File: src/design/websocket_frame_deframer_top_assert.svh
// Assertion macros shared by the deframer RTL.
`ifndef WEBSOCKET_FRAME_DEFRAMER_TOP_ASSERT_SVH
`define WEBSOCKET_FRAME_DEFRAMER_TOP_ASSERT_SVH

// Same-cycle implication, disabled while reset is held.
`define WFD_ASSERT_NOW(label, clk, rstn, ante, cons) \
    label: assert property (@(posedge clk) disable iff (!(rstn)) (ante) |-> (cons)) \
        else $error("deframer check failed");

// Next-cycle implication, disabled while reset is held.
`define WFD_ASSERT_NEXT(label, clk, rstn, ante, cons) \
    label: assert property (@(posedge clk) disable iff (!(rstn)) (ante) |=> (cons)) \
        else $error("deframer check failed");

`endif

File: src/design/wfd_pkg.sv
// Package: types, codes and constants of the frame deframer.
`default_nettype none
package wfd_pkg;

    localparam int WFD_LENGTH_BITS  = 64;
    localparam int WFD_QUEUE_DEPTH  = 4;

    localparam logic [3:0] OP_TEXT  = 4'h1;
    localparam logic [3:0] OP_CLOSE = 4'h8;
    localparam logic [3:0] OP_PING  = 4'h9;

    localparam logic [6:0] LEN7_EXT16 = 7'd126;
    localparam logic [6:0] LEN7_EXT64 = 7'd127;
    localparam logic [7:0] PONG_HEADER = 8'h8A;

    typedef enum logic [2:0] {
        PH_HDR0 = 3'd0,
        PH_HDR1 = 3'd1,
        PH_EXT  = 3'd2,
        PH_MASK = 3'd3,
        PH_PAY  = 3'd4
    } wfd_phase_t;

    typedef enum logic [1:0] {
        KIND_TEXT  = 2'd0,
        KIND_PONG  = 2'd1,
        KIND_CLOSE = 2'd2,
        KIND_EMPTY = 2'd3
    } wfd_kind_t;

    typedef struct packed {
        wfd_kind_t  kind;
        logic [7:0] data;
        logic       last;
    } wfd_result_t;

    // One queued request: one or two results.
    typedef struct packed {
        wfd_result_t r0;
        wfd_result_t r1;
        logic        pair;
    } wfd_cmd_t;

endpackage
`default_nettype wire

File: src/design/wfd_front.sv
// Front end: header parser, mask key capture and payload unmasking.
`default_nettype none
`include "websocket_frame_deframer_top_assert.svh"
module wfd_front #(
    parameter int LENGTH_BITS = wfd_pkg::WFD_LENGTH_BITS
) (
    input  wire logic             aclk,
    input  wire logic             aresetn,
    input  wire logic             s_tvalid,
    output logic                  s_tready,
    input  wire logic [7:0]       s_tdata,
    input  wire logic             cfg_we,
    input  wire logic             cfg_wdata,
    input  wire logic             q_full,
    output logic                  q_push,
    output wfd_pkg::wfd_cmd_t     q_push_data
);
    import wfd_pkg::*;

    logic                   enable_reg;
    logic                   closed_reg,   closed_next;
    wfd_phase_t             phase_reg,    phase_next;
    logic [3:0]             opcode_reg,   opcode_next;
    logic                   mask_reg,     mask_next;
    logic [LENGTH_BITS-1:0] rem_reg,      rem_next;
    logic [2:0]             ext_left_reg, ext_left_next;
    logic [31:0]            key_reg,      key_next;
    logic [1:0]             kidx_reg,     kidx_next;

    logic                   accept;
    logic                   len_done;
    logic                   hdr_done;
    logic [LENGTH_BITS-1:0] len_val;
    logic [6:0]             len7;
    logic [7:0]             key_byte;
    logic [7:0]             plain;
    logic                   pay_last;

    assign s_tready = !q_full;
    assign accept   = s_tvalid && s_tready;
    assign len7     = s_tdata[6:0];
    assign plain    = s_tdata ^ key_byte;
    assign pay_last = (rem_reg == LENGTH_BITS'(1));

    always_comb begin
        unique case (kidx_reg)
            2'd0:    key_byte = key_reg[31:24];
            2'd1:    key_byte = key_reg[23:16];
            2'd2:    key_byte = key_reg[15:8];
            default: key_byte = key_reg[7:0];
        endcase
        if (!mask_reg) begin
            key_byte = 8'h00;
        end
    end

    always_comb begin
        closed_next   = closed_reg;
        phase_next    = phase_reg;
        opcode_next   = opcode_reg;
        mask_next     = mask_reg;
        rem_next      = rem_reg;
        ext_left_next = ext_left_reg;
        key_next      = key_reg;
        kidx_next     = kidx_reg;
        len_done      = 1'b0;
        hdr_done      = 1'b0;
        len_val       = rem_reg;
        q_push        = 1'b0;
        q_push_data   = '0;

        if (accept && enable_reg && !closed_reg) begin
            unique case (phase_reg)
                PH_HDR0: begin
                    opcode_next = s_tdata[3:0];
                    phase_next  = PH_HDR1;
                end
                PH_HDR1: begin
                    mask_next = s_tdata[7];
                    rem_next  = '0;
                    if (len7 == LEN7_EXT16) begin
                        ext_left_next = 3'd1;
                        phase_next    = PH_EXT;
                    end else if (len7 == LEN7_EXT64) begin
                        ext_left_next = 3'd7;
                        phase_next    = PH_EXT;
                    end else begin
                        len_val  = LENGTH_BITS'(len7);
                        rem_next = len_val;
                        len_done = 1'b1;
                    end
                end
                PH_EXT: begin
                    // saturate once the top byte would be shifted out
                    if (|rem_reg[LENGTH_BITS-1 -: 8]) begin
                        len_val = '1;
                    end else begin
                        len_val = {rem_reg[LENGTH_BITS-9:0], s_tdata};
                    end
                    rem_next = len_val;
                    if (ext_left_reg == 3'd0) begin
                        len_done = 1'b1;
                    end else begin
                        ext_left_next = ext_left_reg - 3'd1;
                    end
                end
                PH_MASK: begin
                    key_next = {key_reg[23:0], s_tdata};
                    if (kidx_reg == 2'd3) begin
                        hdr_done = 1'b1;
                    end else begin
                        kidx_next = kidx_reg + 2'd1;
                    end
                end
                PH_PAY: begin
                    kidx_next = kidx_reg + 2'd1;
                    rem_next  = rem_reg - LENGTH_BITS'(1);
                    if (pay_last) begin
                        phase_next = PH_HDR0;
                    end
                    if (opcode_reg == OP_TEXT) begin
                        q_push              = 1'b1;
                        q_push_data.r0.kind = KIND_TEXT;
                        q_push_data.r0.data = plain;
                        q_push_data.r0.last = pay_last;
                    end else if (opcode_reg == OP_PING) begin
                        q_push              = 1'b1;
                        q_push_data.r0.kind = KIND_PONG;
                        q_push_data.r0.data = plain;
                        q_push_data.r0.last = pay_last;
                    end else if (opcode_reg == OP_CLOSE && pay_last) begin
                        closed_next         = 1'b1;
                        q_push              = 1'b1;
                        q_push_data.r0.kind = KIND_CLOSE;
                        q_push_data.r0.last = 1'b1;
                    end
                end
                default: begin
                    phase_next = PH_HDR0;
                end
            endcase

            if (len_done) begin
                if (mask_next) begin
                    phase_next = PH_MASK;
                    kidx_next  = 2'd0;
                    key_next   = '0;
                end else begin
                    hdr_done = 1'b1;
                end
            end

            if (hdr_done) begin
                kidx_next = 2'd0;
                if (len_val == '0) begin
                    phase_next = PH_HDR0;
                    if (opcode_reg == OP_TEXT) begin
                        q_push              = 1'b1;
                        q_push_data.r0.kind = KIND_EMPTY;
                        q_push_data.r0.last = 1'b1;
                    end else if (opcode_reg == OP_PING) begin
                        q_push              = 1'b1;
                        q_push_data.pair    = 1'b1;
                        q_push_data.r0.kind = KIND_PONG;
                        q_push_data.r0.data = PONG_HEADER;
                        q_push_data.r1.kind = KIND_PONG;
                        q_push_data.r1.last = 1'b1;
                    end else if (opcode_reg == OP_CLOSE) begin
                        closed_next         = 1'b1;
                        q_push              = 1'b1;
                        q_push_data.r0.kind = KIND_CLOSE;
                        q_push_data.r0.last = 1'b1;
                    end
                end else begin
                    phase_next = PH_PAY;
                    if (opcode_reg == OP_PING) begin
                        // pong length byte: low 8 bits of the length
                        q_push              = 1'b1;
                        q_push_data.pair    = 1'b1;
                        q_push_data.r0.kind = KIND_PONG;
                        q_push_data.r0.data = PONG_HEADER;
                        q_push_data.r1.kind = KIND_PONG;
                        q_push_data.r1.data = len_val[7:0];
                    end
                end
            end
        end
    end

    always_ff @(posedge aclk) begin
        if (!aresetn) begin
            enable_reg   <= 1'b0;
            closed_reg   <= 1'b0;
            phase_reg    <= PH_HDR0;
            opcode_reg   <= '0;
            mask_reg     <= 1'b0;
            rem_reg      <= '0;
            ext_left_reg <= '0;
            key_reg      <= '0;
            kidx_reg     <= '0;
        end else begin
            if (cfg_we) begin
                enable_reg <= cfg_wdata;
            end
            closed_reg   <= closed_next;
            phase_reg    <= phase_next;
            opcode_reg   <= opcode_next;
            mask_reg     <= mask_next;
            rem_reg      <= rem_next;
            ext_left_reg <= ext_left_next;
            key_reg      <= key_next;
            kidx_reg     <= kidx_next;
        end
    end

    `WFD_ASSERT_NEXT(a_closed_sticks, aclk, aresetn, closed_reg, closed_reg)
    `WFD_ASSERT_NOW(a_pay_nonzero, aclk, aresetn, phase_reg == PH_PAY, rem_reg != '0)
    `WFD_ASSERT_NOW(a_pair_is_pong, aclk, aresetn, q_push && q_push_data.pair,
                    q_push_data.r0.kind == KIND_PONG && q_push_data.r1.kind == KIND_PONG)

endmodule
`default_nettype wire

File: src/design/wfd_queue.sv
// Request queue between the parser and the output stage.
`default_nettype none
module wfd_queue #(
    parameter int DEPTH = wfd_pkg::WFD_QUEUE_DEPTH
) (
    input  wire logic              aclk,
    input  wire logic              aresetn,
    input  wire logic              push,
    input  wire wfd_pkg::wfd_cmd_t push_data,
    output logic                   full,
    input  wire logic              pop,
    output logic                   valid,
    output wfd_pkg::wfd_cmd_t      head
);
    import wfd_pkg::*;

    localparam int PW = (DEPTH > 1) ? $clog2(DEPTH) : 1;
    localparam int CW = $clog2(DEPTH + 1);

    wfd_cmd_t        entry_reg [DEPTH];
    logic [PW-1:0]   wr_ptr_reg, wr_ptr_next;
    logic [PW-1:0]   rd_ptr_reg, rd_ptr_next;
    logic [CW-1:0]   count_reg,  count_next;
    logic            do_push, do_pop;

    assign full    = (count_reg == CW'(DEPTH));
    assign valid   = (count_reg != '0);
    assign head    = entry_reg[rd_ptr_reg];
    assign do_push = push && !full;
    assign do_pop  = pop && valid;

    always_comb begin
        wr_ptr_next = wr_ptr_reg;
        rd_ptr_next = rd_ptr_reg;
        count_next  = count_reg;
        if (do_push) begin
            wr_ptr_next = (wr_ptr_reg == PW'(DEPTH - 1)) ? '0 : wr_ptr_reg + PW'(1);
        end
        if (do_pop) begin
            rd_ptr_next = (rd_ptr_reg == PW'(DEPTH - 1)) ? '0 : rd_ptr_reg + PW'(1);
        end
        priority if (do_push && !do_pop) begin
            count_next = count_reg + CW'(1);
        end else if (do_pop && !do_push) begin
            count_next = count_reg - CW'(1);
        end else begin
            count_next = count_reg;
        end
    end

    always_ff @(posedge aclk) begin
        if (do_push) begin
            entry_reg[wr_ptr_reg] <= push_data;
        end
    end

    always_ff @(posedge aclk) begin
        if (!aresetn) begin
            wr_ptr_reg <= '0;
            rd_ptr_reg <= '0;
            count_reg  <= '0;
        end else begin
            wr_ptr_reg <= wr_ptr_next;
            rd_ptr_reg <= rd_ptr_next;
            count_reg  <= count_next;
        end
    end

endmodule
`default_nettype wire

File: src/design/wfd_back.sv
// Back end: splits queued requests into results and drives the output register.
`default_nettype none
`include "websocket_frame_deframer_top_assert.svh"
module wfd_back (
    input  wire logic              aclk,
    input  wire logic              aresetn,
    input  wire logic              q_valid,
    input  wire wfd_pkg::wfd_cmd_t q_head,
    output logic                   q_pop,
    output logic                   m_tvalid,
    input  wire logic              m_tready,
    output logic [7:0]             m_tdata,
    output logic [1:0]             m_tuser,
    output logic                   m_tlast
);
    import wfd_pkg::*;

    logic        out_valid_reg, out_valid_next;
    wfd_result_t out_reg,       out_next;
    logic        sel_reg,       sel_next;
    logic        load;

    assign load = q_valid && (!out_valid_reg || m_tready);

    always_comb begin
        out_valid_next = out_valid_reg;
        out_next       = out_reg;
        sel_next       = sel_reg;
        q_pop          = 1'b0;
        if (load) begin
            out_valid_next = 1'b1;
            out_next       = sel_reg ? q_head.r1 : q_head.r0;
            if (q_head.pair && !sel_reg) begin
                sel_next = 1'b1;
            end else begin
                sel_next = 1'b0;
                q_pop    = 1'b1;
            end
        end else if (m_tready) begin
            out_valid_next = 1'b0;
        end
    end

    always_ff @(posedge aclk) begin
        out_reg <= out_next;
    end

    always_ff @(posedge aclk) begin
        if (!aresetn) begin
            out_valid_reg <= 1'b0;
            sel_reg       <= 1'b0;
        end else begin
            out_valid_reg <= out_valid_next;
            sel_reg       <= sel_next;
        end
    end

    assign m_tvalid = out_valid_reg;
    assign m_tdata  = out_reg.data;
    assign m_tuser  = out_reg.kind;
    assign m_tlast  = out_reg.last;

    `WFD_ASSERT_NOW(a_pop_on_load, aclk, aresetn, q_pop, load)
    `WFD_ASSERT_NOW(a_sel_has_pair, aclk, aresetn, sel_reg, q_valid && q_head.pair)
    `WFD_ASSERT_NEXT(a_pair_second, aclk, aresetn, load && !sel_reg && q_head.pair, sel_reg)

endmodule
`default_nettype wire

File: src/design/websocket_frame_deframer_top.sv
// Top level of the WebSocket receive-side frame deframer.
//
//   channel   | direction | handshake          | payload
//   ----------+-----------+--------------------+---------------------------------
//   s_ (rx)   | in        | s_tvalid/s_tready  | s_tdata[7:0] = rx_byte
//   m_ (res)  | out       | m_tvalid/m_tready  | m_tdata = out_byte, m_tuser =
//             |           |                    | out_kind, m_tlast = out_last
//   cfg       | in        | cfg_we             | cfg_wdata = framing_enabled
//
// One received byte is taken every cycle while the request queue has room; the
// parser finishes each byte in the cycle it is accepted.
// Results leave one per cycle from a registered output stage while m_tready
// is high; a ping header makes two results, so the output port sets the
// sustained rate there and the QUEUE_DEPTH-entry queue absorbs the burst.
// With an idle output, a result is registered first in the queue and then in
// the output register before it is valid.
// Reset (aresetn low, synchronous) clears parser state, queue and output stage;
// framing starts disabled.
`default_nettype none
module websocket_frame_deframer_top #(
    parameter int LENGTH_BITS = wfd_pkg::WFD_LENGTH_BITS,  // 16..64
    parameter int QUEUE_DEPTH = wfd_pkg::WFD_QUEUE_DEPTH
) (
    input  wire logic       aclk,
    input  wire logic       aresetn,
    input  wire logic       s_tvalid,
    output logic            s_tready,
    input  wire logic [7:0] s_tdata,     // [7:0] rx_byte
    output logic            m_tvalid,
    input  wire logic       m_tready,
    output logic [7:0]      m_tdata,     // [7:0] out_byte
    output logic [1:0]      m_tuser,     // [1:0] out_kind
    output logic            m_tlast,     // out_last
    input  wire logic       cfg_we,
    input  wire logic       cfg_wdata    // framing_enabled
);
    import wfd_pkg::*;

    // parser -> queue
    logic     q_push;
    wfd_cmd_t q_push_data;
    logic     q_full;
    // queue -> output stage
    logic     q_pop;
    logic     q_valid;
    wfd_cmd_t q_head;

    wfd_front #(
        .LENGTH_BITS (LENGTH_BITS)
    ) u_front (
        .aclk        (aclk),
        .aresetn     (aresetn),
        .s_tvalid    (s_tvalid),
        .s_tready    (s_tready),
        .s_tdata     (s_tdata),
        .cfg_we      (cfg_we),
        .cfg_wdata   (cfg_wdata),
        .q_full      (q_full),
        .q_push      (q_push),
        .q_push_data (q_push_data)
    );

    // decouples the parser from output back-pressure
    wfd_queue #(
        .DEPTH (QUEUE_DEPTH)
    ) u_queue (
        .aclk      (aclk),
        .aresetn   (aresetn),
        .push      (q_push),
        .push_data (q_push_data),
        .full      (q_full),
        .pop       (q_pop),
        .valid     (q_valid),
        .head      (q_head)
    );

    wfd_back u_back (
        .aclk     (aclk),
        .aresetn  (aresetn),
        .q_valid  (q_valid),
        .q_head   (q_head),
        .q_pop    (q_pop),
        .m_tvalid (m_tvalid),
        .m_tready (m_tready),
        .m_tdata  (m_tdata),
        .m_tuser  (m_tuser),
        .m_tlast  (m_tlast)
    );

endmodule
`default_nettype wire
File: config.mk
export PLATFORM = sky130hd
export DESIGN_NAME = websocket_frame_deframer_top
export DESIGN_NICKNAME = d
export VERILOG_FILES = /design/src/design/wfd_pkg.sv /design/src/design/wfd_front.sv /design/src/design/wfd_queue.sv /design/src/design/wfd_back.sv /design/src/design/websocket_frame_deframer_top.sv
export VERILOG_INCLUDE_DIRS = /design/src /design/src/design
export SDC_FILE = /design/constraint.sdc
export NUM_CORES = 1
export LEC_CHECK = 0
export ABC_AREA = 0
export BUFFER_PORTS_ARGS = -buffer_cell sky130_fd_sc_hd__buf_2
export CORE_ASPECT_RATIO = 2
export CORE_UTILIZATION = 40
export DETAILED_ROUTE_END_ITERATION = 6
export PLACE_DENSITY = 0.64
export SKIP_LAST_GASP = 1
export SLEW_MARGIN = 20
export SYNTH_ARGS = -nofsm -noshare
export SYNTH_HDL_FRONTEND = slang
export SYNTH_HIERARCHICAL = 1
export SYNTH_SLANG_ARGS = --single-unit
File: constraint.sdc
create_clock -name aclk -period 10.8 [get_ports aclk]
set_input_delay 1.08 -clock aclk [delete_from_list [all_inputs] [get_ports aclk]]
set_output_delay 1.08 -clock aclk [all_outputs]
set_load 0.02 [all_outputs]
==> flow_summary.json, run 1 <==
{
  "status": "complete, no violations",
  "ys_types": 78,
  "drv_cap": 0,
  "fin_setup_tns_ps": 0,
  "finalClockSkew_ps": 13.4,
  "syn_nets": 1247,
  "wl_um": 33800,
  "min_path_type": "reg -> reg",
  "wire_per_inst_um": 21.5,
  "drc_errors": 0,
  "finalCritPeriodShare_pct": 49.8,
  "ys_seq_area_share_pct": 48.5,
  "grt_pass1_vias": 9744,
  "hold_buffers": 0,
  "power_mw": 1.75,
  "largest_reg_flops": 92,
  "fillCellCount": 2745,
  "slew_headroom_pct": 24.8,
  "busiest_layer": "met2",
  "coreArea_um2": 28100,
  "rsz0062_at_grt": "false",
  "first_pass_iters": 7,
  "timing.final.hold_violations": 0,
  "vias": 9657,
  "use_met3_pct": 2.69,
  "powerDensity_nw_per_um2": 140,
  "setup_viol": 0,
  "grt_pass1_wl_um": 52500,
  "port_buffers": 26,
  "crit_path_end_kind": "register",
  "dieArea_um2": 29300,
  "worst_slew_pin_slew_ps": 1120,
  "syn_avg_cell_area_um2": 9.39,
  "fmax_ghz": 0.186,
  "crit_arrival_ps": 5830,
  "track_usage_pct": 23.5,
  "cts.repair.resized": 0,
  "cts_tree": "built",
  "cts_made_buffers": 21,
  "die_x_um": 121,
  "gp_congestion": 0.912,
  "clock_path_buffers": 3,
  "root_buffer": "clkbuf_16",
  "synthCells": 1215,
  "p_leak_nw": 4.02,
  "ir_drop_uv": 93.8,
  "synth.cell_area_um2": 11400,
  "grt.met2_usage_pct": 45.2,
  "crit_type": "reg -> reg",
  "path_clk_slew_ps": 70,
  "antenna_found_initial": 1,
  "slew_viol_final": 0,
  "pin_count": 27,
  "grt.overflow.total": 0,
  "grt_max_degree": 70,
  "viasPerCell": 6.16,
  "final_nets": 1227,
  "startpoint_type": "register",
  "hpwlAfterDp_um": 23000,
  "synth-seq-cells": 225,
  "synth_edf_count": 103,
  "drt_iter0_drc": 817,
  "fin_crit_ps": 5380,
  "synth_ff_type": "dfxtp_1",
  "clkSinkCount": 225,
  "syn_to_final_growth_pct": 9.69,
  "start_util_pct": 40.6,
  "crit_fanout": 28,
  "htreeDepth": 1,
  "cts.repair_timing.setup_buffer_count": 0,
  "drive_above_1_share_pct": 11.5,
  "clk_latency_ps": 520,
  "yosysWarnings": 6,
  "ant_nets": 0,
  "die_y_um": 241,
  "grt_use_met1_pct": 22.9,
  "async_flop_share_pct": 0,
  "rows": 87,
  "cp.required_ps": 11250
}
-- stage by stage --
stage	hold WS, ps	setup slack (ps)	std cells	instance area, um2	utilization, %
after floorplan	436	6380	1215	11400	-
after global placement	441	5650	1528	11800	41.9
after detailed placement	450	5550	1528	11800	41.9
after CTS	457	5510	1566	12500	44.6
after global routing	474	5000	1567	12500	44.6
final	453	5420	1567	12500	44.6
-- area by class of cell --
| type | count | area (um2) | share of cell area (%) |
|---|---|---|---|
| flip-flops and latches | 225 | 5540 | 44.2 |
| clock inverters | 16 | 223 | 1.78 |
| well taps | 356 | 445 | 3.56 |
| inverters | 19 | 71.3 | 0.570 |
| clock buffers | 22 | 529 | 4.23 |
| diodes | 1 | 2.50 | 0.0200 |
| multi-input cells | 880 | 5420 | 43.3 |
| repair buffers | 48 | 295 | 2.36 |
-- logic make-up after synthesis --
kind of cell               after synthesis  share of synthesized area [%]
AOI/OAI and AO/OA                      362                           19.1
xor gates and xnor gates                11                          0.844
adders and majority gates               18                           2.04
buffers and inverters                  110                           4.21
DFF                                    225                           48.5
muxes                                   43                           6.74
other                                    1                         0.0329
and+or+nand+nor                        445                           18.5
-- cells in the mapped netlist, types with 4 or more instances --
cell      instances  area, um2
xor2_1            8       70.1
a21boi_0          4       30.0
nor2b_1           6       37.5
and2_1           11       68.8
ha_1             17        213
nor4_1           24        150
o32ai_1           6       52.6
o22ai_1          14       87.6
o311ai_0          4       35.0
nand3_1          26        130
nor3b_1           4       30.0
dfxtp_1         122       2440
a21oi_1         110        551
nand2b_1          5       31.3
or3_1             9       56.3
nand2_1         163        612
o221a_2           4       45.0
mux4_2           22        495
edfxtp_1        103       3090
nor2_1          118        443
o31ai_1           8       60.1
inv_1            18       67.6
buf_2             4       20.0
a222oi_1          8       80.1
a22oi_1          15        113
or4_1            11       82.6
o21a_1            6       45.0
nor3_1           23        115
o21ai_0         125        626
nand3b_1          4       30.0
clkbuf_1         78        293
a31oi_1          14       87.6
nand4_1          12       75.1
and3_1            4       25.0
mux2_4            9        135
o211ai_1         14        105
o41ai_1           4       35.0
mux2i_1           9       90.1
-- per-layer routing --
| layer | share of wire (%) | vias to the layer above |
|---|---|---|
| met4 | 6.1 | 0 |
| li1 | - | 4473 |
| met5 | 0 | - |
| met1 | 35 | 4737 |
| met3 | 3.9 | 114 |
| met2 | 55 | 333 |
-- critical path, stage by stage (launching register included) --
cell,delay [ps]
dfxtp_1,360
nor4_1,870
nand2_1,810
nor4_1,610
a31oi_1,200
nor3_1,310
nand2_1,140
a21oi_1,140
nor2b_1,410
ha_1,260
inv_1,60
fa_1,370
xor2_1,170
or3_2,400
a21boi_0,160
-- final timing paths --
path	start	endpoint	slack, ps	cells after the start
worst max-delay path	u_front/rem_reg[56]$_SDFFE_PN0P_	u_queue/count_reg[2]$_SDFFE_PN0P_	5420	14
worst min-delay path	u_front/key_reg[27]$_SDFFE_PN0P_	u_front/key_reg[27]$_SDFFE_PN0P_	450	2
worst max register to register	u_front/rem_reg[56]$_SDFFE_PN0P_	u_queue/count_reg[2]$_SDFFE_PN0P_	5420	14
worst min register to register	u_front/key_reg[27]$_SDFFE_PN0P_	u_front/key_reg[27]$_SDFFE_PN0P_	450	2
-- cell usage in the layout (no fill, tap or decap), drive strengths merged, types with 5 or more instances in the layout --
cell,Yosys,routed
a21oi,110,110
a222oi,8,8
a22oi,15,15
a31oi,14,14
and2,11,11
buf,13,48
bufinv,0,5
clkbuf,78,22
clkinv,0,5
dfxtp,122,122
edfxtp,103,103
ha,17,17
inv,19,21
mux2,11,11
mux2i,9,9
mux4,23,23
nand2,163,163
nand2b,5,5
nand3,27,27
nand4,12,12
nor2,118,118
nor2b,6,6
nor3,24,24
nor3b,5,5
nor4,25,25
o211ai,14,14
o21a,6,6
o21ai,125,125
o22ai,14,14
o31ai,8,8
o32ai,6,6
or3,10,10
or4,12,12
xor2,8,8
-- power by group --
| part | internal, mW | leakage, nW | switching [mW] |
|---|---|---|---|
| sequential | 0.884 | 1.82 | 0.00227 |
| clock | 0.480 | 0.353 | 0.331 |
| combinational | 0.0145 | 1.85 | 0.0385 |
Note: power is estimated with default switching activity, not from simulation.
==> run 2, diff against run 1 <==
- PLACE_DENSITY: 0.64 -> 0.66
- clock period: 10.8 -> 4.4 ns (I/O delays scaled with it)
==> flow_summary.json, run 2 (same netlist as run 1, synthesis figures left out) <==
{
  "status": "complete, no violations",
  "fin_crit_ps": 4080,
  "crit_type": "reg -> reg",
  "slew_viol_final": 0,
  "vias": 9835,
  "wl_um": 34300,
  "wire_per_inst_um": 21.4,
  "crit_fanout": 6,
  "rows": 87,
  "hold_depth": 3,
  "crit_arrival_ps": 4520,
  "reg2reg_to": "u_queue/count_reg[2]$_SDFFE_PN0P_",
  "first_pass_iters": 6,
  "hpwlAfterDp_um": 24100,
  "htreeDepth": 1,
  "timing.final.hold_violations": 0,
  "antennaDiodeCount": 0,
  "viasPerCell": 6.15,
  "clk_latency_ps": 510,
  "fin_setup_tns_ps": 0,
  "cp.required_ps": 4840,
  "layout.cells.most_common": "nand2_1",
  "path_clk_slew_ps": 60,
  "p_leak_nw": 4.15,
  "port_buffers": 26,
  "ir_drop_uv": 220,
  "layout_common_cells": "nand2_1 (163), o21ai_0 (125), dfxtp_1 (122), nor2_1 (117), a21oi_1 (110)",
  "grt.met2_usage_pct": 43.8,
  "finalCritPeriodShare_pct": 92.8,
  "syn_to_final_growth_pct": 11.2,
  "holdPathEnd": "u_front/enable_reg$_SDFFE_PN0P_",
  "drv_cap": 0,
  "setup_ws_ps": 318,
  "fmax_ghz": 0.245,
  "clkSinkCount": 225,
  "cts.repair.resized": 0,
  "rr_worst_depth": 14,
  "hold_buffers": 0,
  "root_buffer": "clkbuf_16",
  "die_x_um": 121,
  "use_met3_pct": 2.72,
  "largest_reg_flops": 92,
  "worst_slew_pin_slew_ps": 1070,
  "grt_pass1_wl_um": 52700,
  "holdWs_ps": 171,
  "rrSetupSlack_ps": 320,
  "pin_count": 27,
  "drc_errors": 0,
  "antenna_found_initial": 0,
  "post-place-ws_ps": 66.7,
  "fillCellCount": 2748,
  "finalClockSkew_ps": 10.3,
  "crit_path_max_incr_delay_ps": 570,
  "min_path_type": "in -> reg",
  "cts.repair_timing.setup_buffer_count": 0,
  "dieArea_um2": 29300,
  "cts_tree": "built",
  "cts_made_buffers": 21,
  "grt_use_met1_pct": 23.6,
  "multi_input_area_um2": 5430,
  "slowest_stage": "or4_1",
  "grt_pass1_vias": 9475,
  "busiest_layer": "met2",
  "start_util_pct": 40.6,
  "grt_max_degree": 64,
  "crit_path_end_kind": "register",
  "grt.overflow.total": 0,
  "rsz0062_at_grt": "false",
  "slew_headroom_pct": 28.4,
  "final_nets": 1261,
  "setup_viol": 0,
  "seqCellArea_um2": 5540,
  "hp-start": "cfg_wdata",
  "path_cells": "or4_1 -> or4b_4 -> nor4_2 -> and4_1 -> and2_1 -> o21ai_0 -> a21oi_1 -> nor2b_1 -> ha_1 -> inv_1 -> fa_1 -> xor2_1 -> or3_2 -> a21boi_0",
  "drt_iter0_drc": 1123,
  "power_mw": 4.12,
  "powerDensity_nw_per_um2": 324,
  "startpoint_type": "register",
  "drive_above_1_share_pct": 13.8,
  "gp_congestion": 0.952,
  "r2r-start": "u_front/rem_reg[15]$_SDFFE_PN0P_",
  "ant_nets": 0,
  "coreArea_um2": 28100,
  "die_y_um": 241,
  "clock_path_buffers": 3,
  "track_usage_pct": 23.5
}
==> run 2: cell type report <==
| cell class | instances | share of cell area, % |
|---|---|---|
| tap | 356 | 3.51 |
| multi-input combinational | 880 | 42.8 |
| clock buffer | 29 | 4.38 |
| timing repair buffer | 82 | 4.34 |
| inverter | 19 | 0.562 |
| sequential | 225 | 43.6 |
| clock inverter | 8 | 0.789 |
==> run 2: through the flow <==
step / instances / util [%] / instance area (um2)
6_report: 1599 / 45.2 / 12700
5_1_grt: 1599 / 45.2 / 12700
4_1_cts: 1599 / 45.1 / 12700
3_5_place_dp: 1562 / 42.8 / 12000
3_3_place_gp: 1562 / 42.8 / 12000
2_1_floorplan: 1215 / - / 11400
==> run 2: layer usage <==
metal	wire length [um]	vias to the layer above
met4	2460	0
met2	18600	388
met1	11800	4769
met3	1430	149
li1	-	4529
met5	0	-
==> run 2: worst max-delay path by stage <==
stage | from | endpoint | slack [ps] | cells past startpoint
final | u_front/rem_reg[15]$_SDFFE_PN0P_ | u_queue/count_reg[2]$_SDFFE_PN0P_ | 320 | 14
after global routing | u_front/rem_reg[15]$_SDFFE_PN0P_ | u_queue/count_reg[2]$_SDFFE_PN0P_ | 50 | 14
after CTS | u_front/rem_reg[15]$_SDFFE_PN0P_ | u_queue/count_reg[2]$_SDFFE_PN0P_ | 40 | 14
after detailed placement | u_front/rem_reg[15]$_SDFFE_PN0P_ | u_queue/count_reg[2]$_SDFFE_PN0P_ | 70 | 14
after global placement | u_front/rem_reg[15]$_SDFFE_PN0P_ | u_queue/count_reg[2]$_SDFFE_PN0P_ | 120 | 14
after floorplan | u_front/rem_reg[30]$_SDFFE_PN0P_ | u_queue/count_reg[2]$_SDFFE_PN0P_ | 340 | 16
==> run 2: power by group <==
group | switching (mW) | internal, mW
registers | 0.00399 | 2.17
clock network | 0.794 | 1.01
logic | 0.102 | 0.0417
total | 0.900 | 3.22
==> run 2: worst max-delay path: cells and delay by family, from the launching register on <==
kind / cells / cell delay (ps)
AND/OR/NAND/NOR: 7 / 2420
adder cells (fa/ha/maj): 2 / 590
AO/OA/AOI/OAI: 3 / 390
flip-flops: 1 / 360
XOR/XNOR: 1 / 180
buffers and inverters: 1 / 70
==> run 3, diff against run 2 <==
- CORE_UTILIZATION: 40 -> 30
- PLACE_DENSITY: 0.66 -> 0.55
==> flow_summary.json, run 3 (same netlist as run 1, synthesis figures left out) <==
{
  "startpoint_type": "register",
  "rows": 100,
  "p_int_mw": 3.24,
  "powerDensity_nw_per_um2": 321,
  "startpoint": "u_front/rem_reg[59]$_SDFFE_PN0P_",
  "fin_crit_ps": 4050,
  "crit_type": "reg -> reg",
  "clock_path_buffers": 3,
  "crit_buf_inv": 3,
  "drt_iter0_drc": 756,
  "r2r-start": "u_front/rem_reg[59]$_SDFFE_PN0P_",
  "slew_headroom_pct": 30.2,
  "rrSetupSlack_ps": 350,
  "path_cells": "nor4_2 -> buf_4 -> a31oi_1 -> buf_4 -> o41ai_1 -> o211ai_1 -> nor3_1 -> nand2_1 -> a21oi_1 -> nor2b_1 -> ha_1 -> inv_1 -> fa_1 -> xor2_1 -> or3_2 -> a21boi_0",
  "cp_common_cell": "buf_4",
  "syn_to_final_growth_pct": 13.4,
  "clockPowerShare_pct": 44.0,
  "rsz0062_at_grt": "false",
  "timing.final.hold_violations": 0,
  "hpwlAfterDp_um": 26800,
  "drv_cap": 0,
  "slew_viol_final": 0,
  "cts_tree": "built",
  "status": "complete, no violations",
  "first_pass_iters": 5,
  "rr_worst_depth": 16,
  "path_clk_slew_ps": 70,
  "wire_per_inst_um": 21.9,
  "start_util_pct": 30.5,
  "gp_congestion": 0.903,
  "crit_fanout": 8,
  "grt_pass1_wl_um": 57900,
  "crit_path_end_kind": "register",
  "hold_buffers": 0,
  "crit_path_end": "u_queue/count_reg[2]$_SDFFE_PN0P_",
  "worst_slew_pin_slew_ps": 1040,
  "setup_viol": 0,
  "instances_no_fill": 1713,
  "placedCellCount": 1676,
  "clk_latency_ps": 520,
  "crit_arrival_ps": 4480,
  "wl_um": 37500,
  "pin_count": 27,
  "finalClockSkew_ps": 15.5,
  "cts_made_buffers": 21,
  "p_leak_nw": 4.21,
  "fillCellCount": 3742,
  "layout.cells.most_common": "nand2_1",
  "slowest_stage": "nor4_2",
  "htreeDepth": 1,
  "ir_drop_uv": 221,
  "critPathTopFamily": "simple AND/OR/NAND/NOR gates",
  "viasPerCell": 5.78,
  "vias": 9903,
  "dieArea_um2": 38900,
  "swShare_pct": 22.0,
  "finalCritPeriodShare_pct": 92.0,
  "grt.overflow.total": 0,
  "grt_max_degree": 68,
  "fin_setup_tns_ps": 0,
  "cp.depth": 16,
  "port_buffers": 26,
  "final_nets": 1272,
  "design_area_um2": 12900,
  "grt_pass1_vias": 10041,
  "coreArea_um2": 37400,
  "postPlaceCellArea_um2": 12200,
  "holdWs_ps": 170,
  "root_buffer": "clkbuf_16",
  "track_usage_pct": 19.5,
  "reg2reg_to": "u_queue/count_reg[2]$_SDFFE_PN0P_",
  "layout_common_cells": "nand2_1 (163), o21ai_0 (125), dfxtp_1 (120), nor2_1 (117), a21oi_1 (110)",
  "antenna_found_initial": 0,
  "largest_reg_flops": 92,
  "ant_nets": 0,
  "p_switching_uw": 912,
  "fmax_ghz": 0.247,
  "hp-start": "cfg_wdata",
  "cp.required_ps": 4830,
  "p_seq_share_pct": 52.3,
  "clkSinkCount": 225,
  "die_y_um": 278,
  "crit_path_max_incr_delay_ps": 430,
  "drc_errors": 0,
  "drive_above_1_share_pct": 15.0,
  "antennaDiodeCount": 0,
  "min_path_type": "in -> reg",
  "die_x_um": 140,
  "combinationalPowerShare_pct": 3.7
}
[run 3: changes by cell type in the layout (fill, tap and decap cells not counted), moves of 2 or more]
cell / delta
buf_4: +11
clkbuf_1: -5
clkinvlp_2: +3
clkbuf_8: +2
clkinv_4: -2
dfxtp_1: -2
dfxtp_2: +2
[run 3: timing repair]
action | 4_1_cts | 5_1_grt
setup buffers | 0 | 0
hold endpoints to repair | 0 | 0
resized for setup | 0 | 7
setup endpoints to repair | 0 | 1
[run 3: power groups by stage]
stage          logic [mW]  registers, mW  clock network, mW
2_1_floorplan      0.0841           2.22                  0
3_5_place_dp        0.150           2.22                  0
3_3_place_gp        0.151           2.22                  0
5_1_grt             0.163           2.17               1.95
4_1_cts             0.151           2.17               1.87
6_report            0.154           2.17               1.83
[run 3: layout make-up]
class                      count  area (um2)  share of cell area [%]
clock buffer                  26         564                    4.36
clock inverter                11         109                   0.841
inverter                      19        71.3                   0.551
multi-input combinational    880        5450                    42.1
sequential                   225        5540                    42.8
tap                          459         574                    4.44
timing repair buffer          93         633                    4.89
[run 3: routing by layer]
layer,routed length (um),vias up,global-route usage (%)
li1,-,4556,-
met1,12100,4839,17.8
met5,0,-,0
met4,3090,0,15.8
met2,20900,359,38.1
met3,1390,149,1.93
[run 3: worst min path at each step]
stage	endpoint	cells past startpoint
5_1_grt	u_front/enable_reg$_SDFFE_PN0P_	3
2_1_floorplan	u_front/key_reg[24]$_SDFFE_PN0P_	2
4_1_cts	u_front/enable_reg$_SDFFE_PN0P_	3
3_5_place_dp	u_front/key_reg[26]$_SDFFE_PN0P_	2
3_3_place_gp	u_front/key_reg[24]$_SDFFE_PN0P_	2
6_report	u_front/enable_reg$_SDFFE_PN0P_	3
[run 3: metrics by stage]
stage          utilization, %  power [mW]  setup WS, ps
5_1_grt                  34.6        4.28          43.8
2_1_floorplan               -        2.30           338
3_5_place_dp             32.7        2.37          80.9
4_1_cts                  34.5        4.19          53.6
6_report                 34.6        4.15           353
3_3_place_gp             32.7        2.37          71.1
[run 3: worst reg2reg max path: stages (launching register included)]
cell,delay (ps)
dfxtp_1,380
nor4_2,440
buf_4,200
a31oi_1,140
buf_4,210
o41ai_1,100
o211ai_1,280
nor3_1,300
nand2_1,110
a21oi_1,220
nor2b_1,220
ha_1,200
inv_1,60
fa_1,370
xor2_1,170
or3_2,400
a21boi_0,160
